**src/rtl/gmcl_pkg.sv**
```systemverilog
// ----------------------------------------------------------------------------
// gmcl_pkg
// shared types and constants for the greedy cover lower bound block
// ----------------------------------------------------------------------------
package gmcl_pkg;

    localparam int DEF_ROWS      = 32;
    localparam int DEF_COLS      = 32;
    localparam int DEF_COST_BITS = 16;

    // chain fields are sized for the largest supported row count
    localparam int MAX_IDX_W = 6;
    localparam int MAX_CNT_W = 7;

    localparam int BOUND_W = 21;

    localparam logic [1:0] KIND_ROW  = 2'd0;
    localparam logic [1:0] KIND_COST = 2'd1;
    localparam logic [1:0] KIND_CALC = 2'd2;

    typedef enum logic [2:0] {
        OP_NOP,
        OP_INIT,
        OP_COUNT,
        OP_MARK,
        OP_DEC
    } t_cell_op;

    typedef struct packed {
        t_cell_op               op;
        logic [MAX_IDX_W-1:0]   pick;
    } t_cell_ctrl;

    typedef struct packed {
        logic                   have;
        logic [MAX_CNT_W-1:0]   cnt;
        logic [MAX_IDX_W-1:0]   idx;
    } t_chain;

endpackage

```
**src/rtl/gmcl_cell.sv**
```systemverilog
// ----------------------------------------------------------------------------
// gmcl_cell
// one row of the matrix: mask, count, removed and doomed flags, min stage
// ----------------------------------------------------------------------------
module gmcl_cell #(
    parameter int ROWS = gmcl_pkg::DEF_ROWS,
    parameter int COLS = gmcl_pkg::DEF_COLS,
    parameter int IDX  = 0
) (
    input  logic                  i_clk,
    input  logic                  i_rst_n,
    input  logic                  i_wr_en,
    input  logic [COLS-1:0]       i_wr_mask,
    input  gmcl_pkg::t_cell_ctrl  i_ctrl,
    input  logic [COLS-1:0]       i_bcast,
    input  gmcl_pkg::t_chain      i_chain,
    output gmcl_pkg::t_chain      o_chain,
    output logic [COLS-1:0]       o_mask,
    output logic                  o_doomed
);
    import gmcl_pkg::*;

    localparam int CNTW = $clog2(ROWS + 1);
    localparam logic [MAX_IDX_W-1:0] MY_IDX = MAX_IDX_W'(IDX);

    logic [COLS-1:0] r_mask;
    logic [CNTW-1:0] r_cnt;
    logic            r_removed;
    logic            r_doomed;
    t_chain          r_chain;
    logic            w_adj;
    logic [MAX_CNT_W-1:0] w_cnt_ext;

    assign w_adj     = (r_mask & i_bcast) != '0;
    assign w_cnt_ext = MAX_CNT_W'(r_cnt);

    always_ff @(posedge i_clk) begin
        if (!i_rst_n) begin
            r_mask    <= '0;
            r_cnt     <= '0;
            r_removed <= 1'b0;
            r_doomed  <= 1'b0;
            r_chain   <= '0;
        end else begin
            if (i_wr_en) begin
                r_mask <= i_wr_mask;
            end
            unique case (i_ctrl.op)
                OP_INIT: begin
                    r_cnt     <= '0;
                    r_removed <= (r_mask == '0);
                    r_doomed  <= 1'b0;
                end
                OP_COUNT: begin
                    if (w_adj) begin
                        r_cnt <= r_cnt + 1'b1;
                    end
                end
                OP_MARK: begin
                    r_doomed <= 1'b0;
                    if (!r_removed && w_adj) begin
                        r_removed <= 1'b1;
                        r_doomed  <= (i_ctrl.pick != MY_IDX);
                    end
                end
                OP_DEC: begin
                    if (!r_removed && w_adj && r_cnt != '0) begin
                        r_cnt <= r_cnt - 1'b1;
                    end
                end
                default: begin
                end
            endcase
            // running minimum handed down the chain, first index wins ties
            if (!r_removed && (!i_chain.have || w_cnt_ext < i_chain.cnt)) begin
                r_chain <= '{have: 1'b1, cnt: w_cnt_ext, idx: MY_IDX};
            end else begin
                r_chain <= i_chain;
            end
        end
    end

    assign o_chain  = r_chain;
    assign o_mask   = r_mask;
    assign o_doomed = r_doomed;

endmodule

```
**config.mk**
```make
export PLATFORM = sky130hd
export DESIGN_NAME = gmcl_cell
export DESIGN_NICKNAME = d
export VERILOG_FILES = /design/src/rtl/gmcl_pkg.sv /design/src/rtl/gmcl_cell.sv
export SDC_FILE = /design/constraint.sdc
export NUM_CORES = 1
export LEC_CHECK = 0
export ABC_AREA = 1
export BUFFER_PORTS_ARGS = -buffer_cell sky130_fd_sc_hd__buf_2
export CORE_MARGIN = 10
export CORE_UTILIZATION = 51
export CTS_BUF_LIST = sky130_fd_sc_hd__clkbuf_4 sky130_fd_sc_hd__clkbuf_8
export DETAILED_ROUTE_END_ITERATION = 7
export GPL_TIMING_DRIVEN = 0
export HOLD_SLACK_MARGIN = 0.03
export PLACE_DENSITY = 0.95
export SLEW_MARGIN = 20
export SYNTH_ARGS = -nofsm -noshare
export SYNTH_HDL_FRONTEND = slang
export SYNTH_SLANG_ARGS = --single-unit
```
**constraint.sdc**
```tcl
create_clock -name i_clk -period 4.1 [get_ports i_clk]
set_clock_uncertainty 0.1 [all_clocks]
set_input_delay 0.82 -clock i_clk [delete_from_list [all_inputs] [get_ports i_clk]]
set_output_delay 0.82 -clock i_clk [all_outputs]
set_load 0.01 [all_outputs]
```
==> results of run 1 <==
## layout by cell type, fill, tap and decap left out, types with 2 or more instances in the layout
| master | n |
|---|---|
| nand3b_1 | 4 |
| inv_1 | 42 |
| nor3_1 | 2 |
| o21ai_0 | 34 |
| nand4_1 | 6 |
| o21a_1 | 2 |
| nor4_1 | 5 |
| nor2_1 | 69 |
| clkbuf_1 | 7 |
| nand2_1 | 92 |
| buf_2 | 137 |
| inv_2 | 2 |
| dfxtp_1 | 54 |
| nand3_1 | 14 |
| buf_6 | 4 |
| ha_1 | 9 |
| clkbuf_8 | 6 |
| a21oi_1 | 34 |
## logic make-up (layout without fill, tap and decap cells)
kind of cell,after synthesis,count (layout),share of synthesized area (%)
flip-flops,54,54,40.1
XOR/XNOR,2,2,0.649
buffers and inverters,59,202,9.55
adder cells (fa/ha/maj),10,10,4.91
AND/OR/NAND/NOR,197,197,30.6
AO/OA/AOI/OAI,74,74,14.3
## area by class of cell
class	instances	area (um2)
well taps	70	87.6
multi-input cells	283	1360
clock inverters	2	38.8
repair buffers	135	676
plain buffers	15	92.6
fillers	414	1520
inverters	44	165
flip-flops and latches	54	1080
clock buffers	6	82.6
## worst max-delay path: stages
cell and delay (ps):
buf_2 110, inv_1 100, nand3_2 110, inv_1 200, ha_1 310, a21oi_1 260
o31ai_1 140, a21oi_1 140, o21ai_0 100, nand3_1 100, nand2_1 50, nor2_1 80
## path summary, 6_finish.rpt
| path | to | slack (ps) | cells after the start |
|---|---|---|---|
| max | r_cnt[3] | 1710 | 12 |
| min | o_doomed | 370 | 2 |
| max reg2reg | o_chain[10] | 2330 | 10 |
| min reg2reg | o_doomed | 370 | 2 |
## layer usage
metal | wire length (um) | vias to the layer above
li1 | - | 1554
met5 | 0 | -
met4 | 195 | 0
met2 | 4170 | 140
met1 | 3260 | 1375
met3 | 938 | 18
## power by group
part / switching (uW) / leakage, uW / internal (uW)
sequential: 30.7 / 0.000446 / 561
combinational: 148 / 0.00148 / 116
clock: 177 / 0.0000618 / 201
## registers in the layout, summed over array words and instances, names as in the netlist
register / cells
o_chain: 14
o_doomed: 1
o_mask: 32
r_cnt: 6
r_removed: 1
## stage by stage
step / total power (uW) / util, %
2_1_floorplan: 751 / -
3_3_place_gp: 855 / 67.8
3_5_place_dp: 864 / 67.8
4_1_cts: 1240 / 70.2
5_1_grt: 1300 / 70.2
6_report: 1230 / 70.2
==> summary.md, run 1 <==
| Metric | Value |
|---|---|
| Placed Cells | `601` |
| Design area | `~3600 um2` |
| Period minus WS final | `2390 ps` |
| Leakage | `around 0.0020 uW` |
| Hold crit path type | `reg -> reg` |
| Top-count cell post-synth | `nand2_1` |
| Primary FF master, synth | `dfxtp_1` |
| Gr busiest metal | `met2` |
| Root Driver | `clkbuf_8` |
| Fin Hold WS | `370 ps` |
| Post-DRT Antenna Nets | `0` |
| Initial antenna violation count | `0` |
| Required time of the worst setup path | `~4200 ps` |
| Final-report setup violation count | `0` |
| Post-Synthesis Cell Area | `between 2000 and 3000 um2` |
| Yosys reg bits | `54` |
| DP HPWL | `between 7000 and 8000 um` |
| Synth area leaders | `dfxtp_1 (40%), nand2_1 (13%), nor2_1 (9.6%)` |
| Area leader, netlist | `dfxtp_1` |
| Tightest Pin Transition | `460 ps` |
| Setup CP Type | `in -> reg` |
| Max cap viols | `0` |
| Port buffer count | `135` |
| IO Pins | `137` |
| H-tree depth | `2` |
| Clock sinks | `54` |
| Worst path arrival time | `approximately 2500 ps` |
| Placement-stage cell area | `3460 um2` |
| Min-delay src | `o_doomed` |
| CTS resizes | `0` |
| DR DRC count | `0` |
| Num rows | `26` |
| Clk_lat worst skew | `310 ps` |
| Mean routed wirelength per cell | `around 14 um` |
| Clk slew on worst S/H paths | `around 100 ps` |
| Max Root-Sink Buffers | `2` |
| CP endpoint kind | `flip-flop` |
| Max transition margin | `between 60% and 70%` |
| Num CTS Buffers | `5` |
| Core area | `approximately 5100 um2` |
| Via count of the first global-routing pass | `roughly 3300` |
| Area of the die | `8600 um2` |
| CTS tree | `built` |
| Yosys warns | `0` |
| Floorplan die width | `approximately 93 um` |
| Initial Util | `between 50% and 60%` |
| Hold Vio Cnt, Final | `0` |
| Share of cells above drive strength 1 | `28.9%` |
| Sequential area share after synthesis | `40.1%` |
| Fin worst setup slack | `~1700 ps` |
| Status | `completed` |
| Critical Path Source | `i_ctrl[7]` |
| Fin cells | `609` |
| Met3 Usage GRT | `under 10%` |
| Total negative slack | `0 ps` |
| Global Route Usage Sum | `19.5%` |
| Initial DRC count | `approximately 190` |
| Top cell type's share of synthesized area | `between 40% and 50%` |
| Async set-reset flop share out of synthesis | `0%` |
| Largest net degree at the start of global routing | `18` |
| Vias/cell | `5.07` |
| CP max FO | `6` |
| First-pass DRT Iterations | `4` |
| Final #Nets | `~640` |
| Syn nets | `~500` |
| Antenna diodes | `0` |
| Netlist cell types | `31` |
| Met1 Use GR | `19.6%` |
| Remaining global-route overflow | `0` |
| Worst r2r src | `r_cnt[1]` |
| M2 GR Usage | `34.9%` |
| Final slew viol count | `0` |
| Post-synth top cells | `nand2_1 (92), nor2_1 (69), dfxtp_1 (54)` |
| Dpl ws | `roughly 1400 ps` |
| Routed WL | `8560 um` |
| RSZ-0062 raised after global routing | `no` |
| Max Clock Freq | `0.418 GHz` |
| Period utilization | `between 50 and 60%` |
| Syn Inst Count | `between 300 and 400` |
| Via count | `between 3000 and 4000` |
| First-pass GRT wire length | `between 10000 and 15000 um` |
| Number of synthesized flops with an enable pin | `0` |
| Pwr/cell area | `approximately 340 nW/um2` |
| Post-CTS Setup Inserts | `0` |
| VDD IR max | `roughly 0.00025 V` |
| Die Span Y | `just over 90 um` |
| RePlAce Congestion | `roughly 0.89` |
| Synth-to-Final Area Change | `32.8%` |
| Startpoint types | `input port` |
| CTS Hold Bufs | `0` |
| Mean post-synth cell area | `6.82 um2` |
No activity file was read; power rests on OpenSTA's default activity.
==> inputs of run 2 (changes only) <==
CORE_UTILIZATION = 43   (was 51)
PLACE_DENSITY = 0.87   (was 0.95)
clock period = 2.1 ns   (was 4.1 ns; I/O delays follow)
==> summary.md, run 2 (synthesis results as in run 1) <==
| Metric | Value |
|---|---|
| Fin cells | `614 (+0.82%)` |
| Initial DRC count | `139 (-26%)` |
| Die Span Y | `99.2 um (+7.0%)` |
| Hold Vio Cnt, Final | `0 (unchanged)` |
| Final-report setup violation count | `0 (unchanged)` |
| Area of the die | `9850 um2 (+14%)` |
| Core area | `5990 um2 (+17%)` |
| Period utilization | `85.8%` |
| Period minus WS final | `1800 ps` |
| Fillers | `548 (+32%)` |
| Sequential cell area | `1080 um2 (unchanged)` |
| Post-DRT Antenna Nets | `0 (unchanged)` |
| Share of cells above drive strength 1 | `29.3% (+0.37 points)` |
| Hold Path Cell Cnt | `3 (+1)` |
| CTS tree | `built` |
| CP max FO | `6 (unchanged)` |
| Root Driver | `clkbuf_8` |
| Dpl ws | `-159 ps (-1590 ps)` |
| Max transition margin | `68.7% (-0.61 points)` |
| M2 GR Usage | `29.5% (-5.5 points)` |
| CTS Hold Bufs | `0 (unchanged)` |
| Routed WL | `8860 um (+3.5%)` |
| Global Route Usage Sum | `17.4% (-2.2 points)` |
| Placed Cells | `606 (+0.83%)` |
| Commonest cells after routing, fill and taps aside | `buf_2 (137), nand2_1 (92), nor2_1 (69), dfxtp_1 (54), inv_1 (41)` |
| Startpoint types | `input port` |
| Remaining global-route overflow | `0 (unchanged)` |
| Num rows | `28 (+7.7%)` |
| Antenna diodes | `0 (unchanged)` |
| Largest net degree at the start of global routing | `19 (+1)` |
| Port buffer count | `135 (unchanged)` |
| Tightest Pin Transition | `470 ps (+9.09 ps)` |
| DR DRC count | `0 (unchanged)` |
| Pwr/cell area | `672 nW/um2 (+95%)` |
| Reg2reg path depth | `10 (unchanged)` |
| Mean routed wirelength per cell | `14.4 um (+2.6%)` |
| Worst path arrival time | `1920 ps (-610 ps)` |
| DP HPWL | `7270 um (+2.2%)` |
| Initial antenna violation count | `0 (unchanged)` |
| Most common cell after layout, fill and taps aside | `buf_2` |
| Via count of the first global-routing pass | `3159 (-3.7%)` |
| RSZ-0062 raised after global routing | `no` |
| Required time of the worst setup path | `2220 ps (-2020 ps)` |
| Fin worst setup slack | `299 ps (-1410 ps)` |
| Leakage | `0.00198 uW (-0.35%)` |
| CP endpoint kind | `flip-flop` |
| First-pass GRT wire length | `14400 um (+2.4%)` |
| Synth-to-Final Area Change | `33.0%` |
| Vias/cell | `5.03 (-0.85%)` |
| Clk_lat worst skew | `320 ps (about the same)` |
| Design area | `3590 um2 (+0.17%)` |
| Num CTS Buffers | `5 (unchanged)` |
| Clk slew on worst S/H paths | `100 ps (about the same)` |
| Clock sinks | `54 (unchanged)` |
| Setup CP Type | `in -> reg` |
| Floorplan die width | `99.2 um (+7.0%)` |
| H-tree depth | `2 (unchanged)` |
| Hold crit path type | `in -> reg` |
| Total negative slack | `0 ps (unchanged)` |
| Placement-stage cell area | `3470 um2 (+0.18%)` |
| Max Root-Sink Buffers | `2 (unchanged)` |
| Via count | `3086 (-0.032%)` |
| Initial Util | `45.1% (-7.8 points)` |
| Max reg flops | `32 (unchanged)` |
| First-pass DRT Iterations | `4 (unchanged)` |
| Final #Nets | `638 (unchanged)` |
| Status | `completed` |
| IO Pins | `137 (unchanged)` |
| Gr busiest metal | `met2` |
| VDD IR max | `0.000587 V (+130%)` |
| Met1 Use GR | `19.6% (about the same)` |
| Max Clock Freq | `~0.56 GHz` |
| Max cap viols | `0 (unchanged)` |
| Post-CTS Setup Inserts | `0 (unchanged)` |
| Final slew viol count | `0 (unchanged)` |
| Met3 Usage GRT | `6.85% (-1.9 points)` |
| Area of the multi-input gates | `1360 um2 (+0.28%)` |
| RePlAce Congestion | `0.990 (+11%)` |
| CTS resizes | `0 (unchanged)` |
run 2: cell count changes in the layout (fill, tap and decap cells not counted), sizes merged:
cell      before  now
clkbuf        14   13
clkinvlp       0    1
run 2: worst paths after layout:
| path | slack [ps] | from | end |
|---|---|---|---|
| worst min-delay path | 200 | i_chain[4] | o_chain[4] |
| worst min register to register | 390 | o_doomed | o_doomed |
| worst max register to register | 360 | r_cnt[1] | o_chain[11] |
| worst max-delay path | 300 | i_ctrl[7] | r_cnt[5] |
run 2: cell type report:
| cell class | instances | area share [%] |
|---|---|---|
| Tap cell | 75 | 2.61 |
| Multi-Input combinational cell | 283 | 38.0 |
| Clock inverter | 3 | 1.36 |
| Sequential cell | 54 | 30.1 |
| Timing Repair Buffer | 135 | 18.8 |
| Clock buffer | 5 | 1.92 |
| Inverter | 44 | 4.60 |
| Buffer | 15 | 2.58 |
run 2: metrics by stage:
step | hold WS, ps | power (uW) | utilization, %
CTS | 200 | 2420 | 59.9
detailed placement | 381 | 1690 | 57.9
floorplan | 377 | 1470 | -
finish | 201 | 2410 | 59.9
global route | 194 | 2540 | 59.9
global placement | 352 | 1670 | 57.9
run 2: layer usage:
layer	part of all wire, %	vias to the layer above
met1	43	1380
met4	1.2	0
met3	10	10
met5	0	-
met2	46	144
li1	-	1552
run 2: critical path, stage by stage:
cell	delay, ps
buf_2	110
inv_1	100
nand3_2	130
inv_2	140
ha_1	290
a21oi_1	240
o21a_1	160
nand3_1	70
nand3_1	80
nand3_1	80
nand2_1	60
nor2_1	30
run 2: power by group:
part	leakage [uW]	total, uW	switching [uW]	internal, uW
Clock	0.0000563	740	376	364
Combinational	0.00148	516	290	227
Sequential	0.000446	1160	60.9	1100
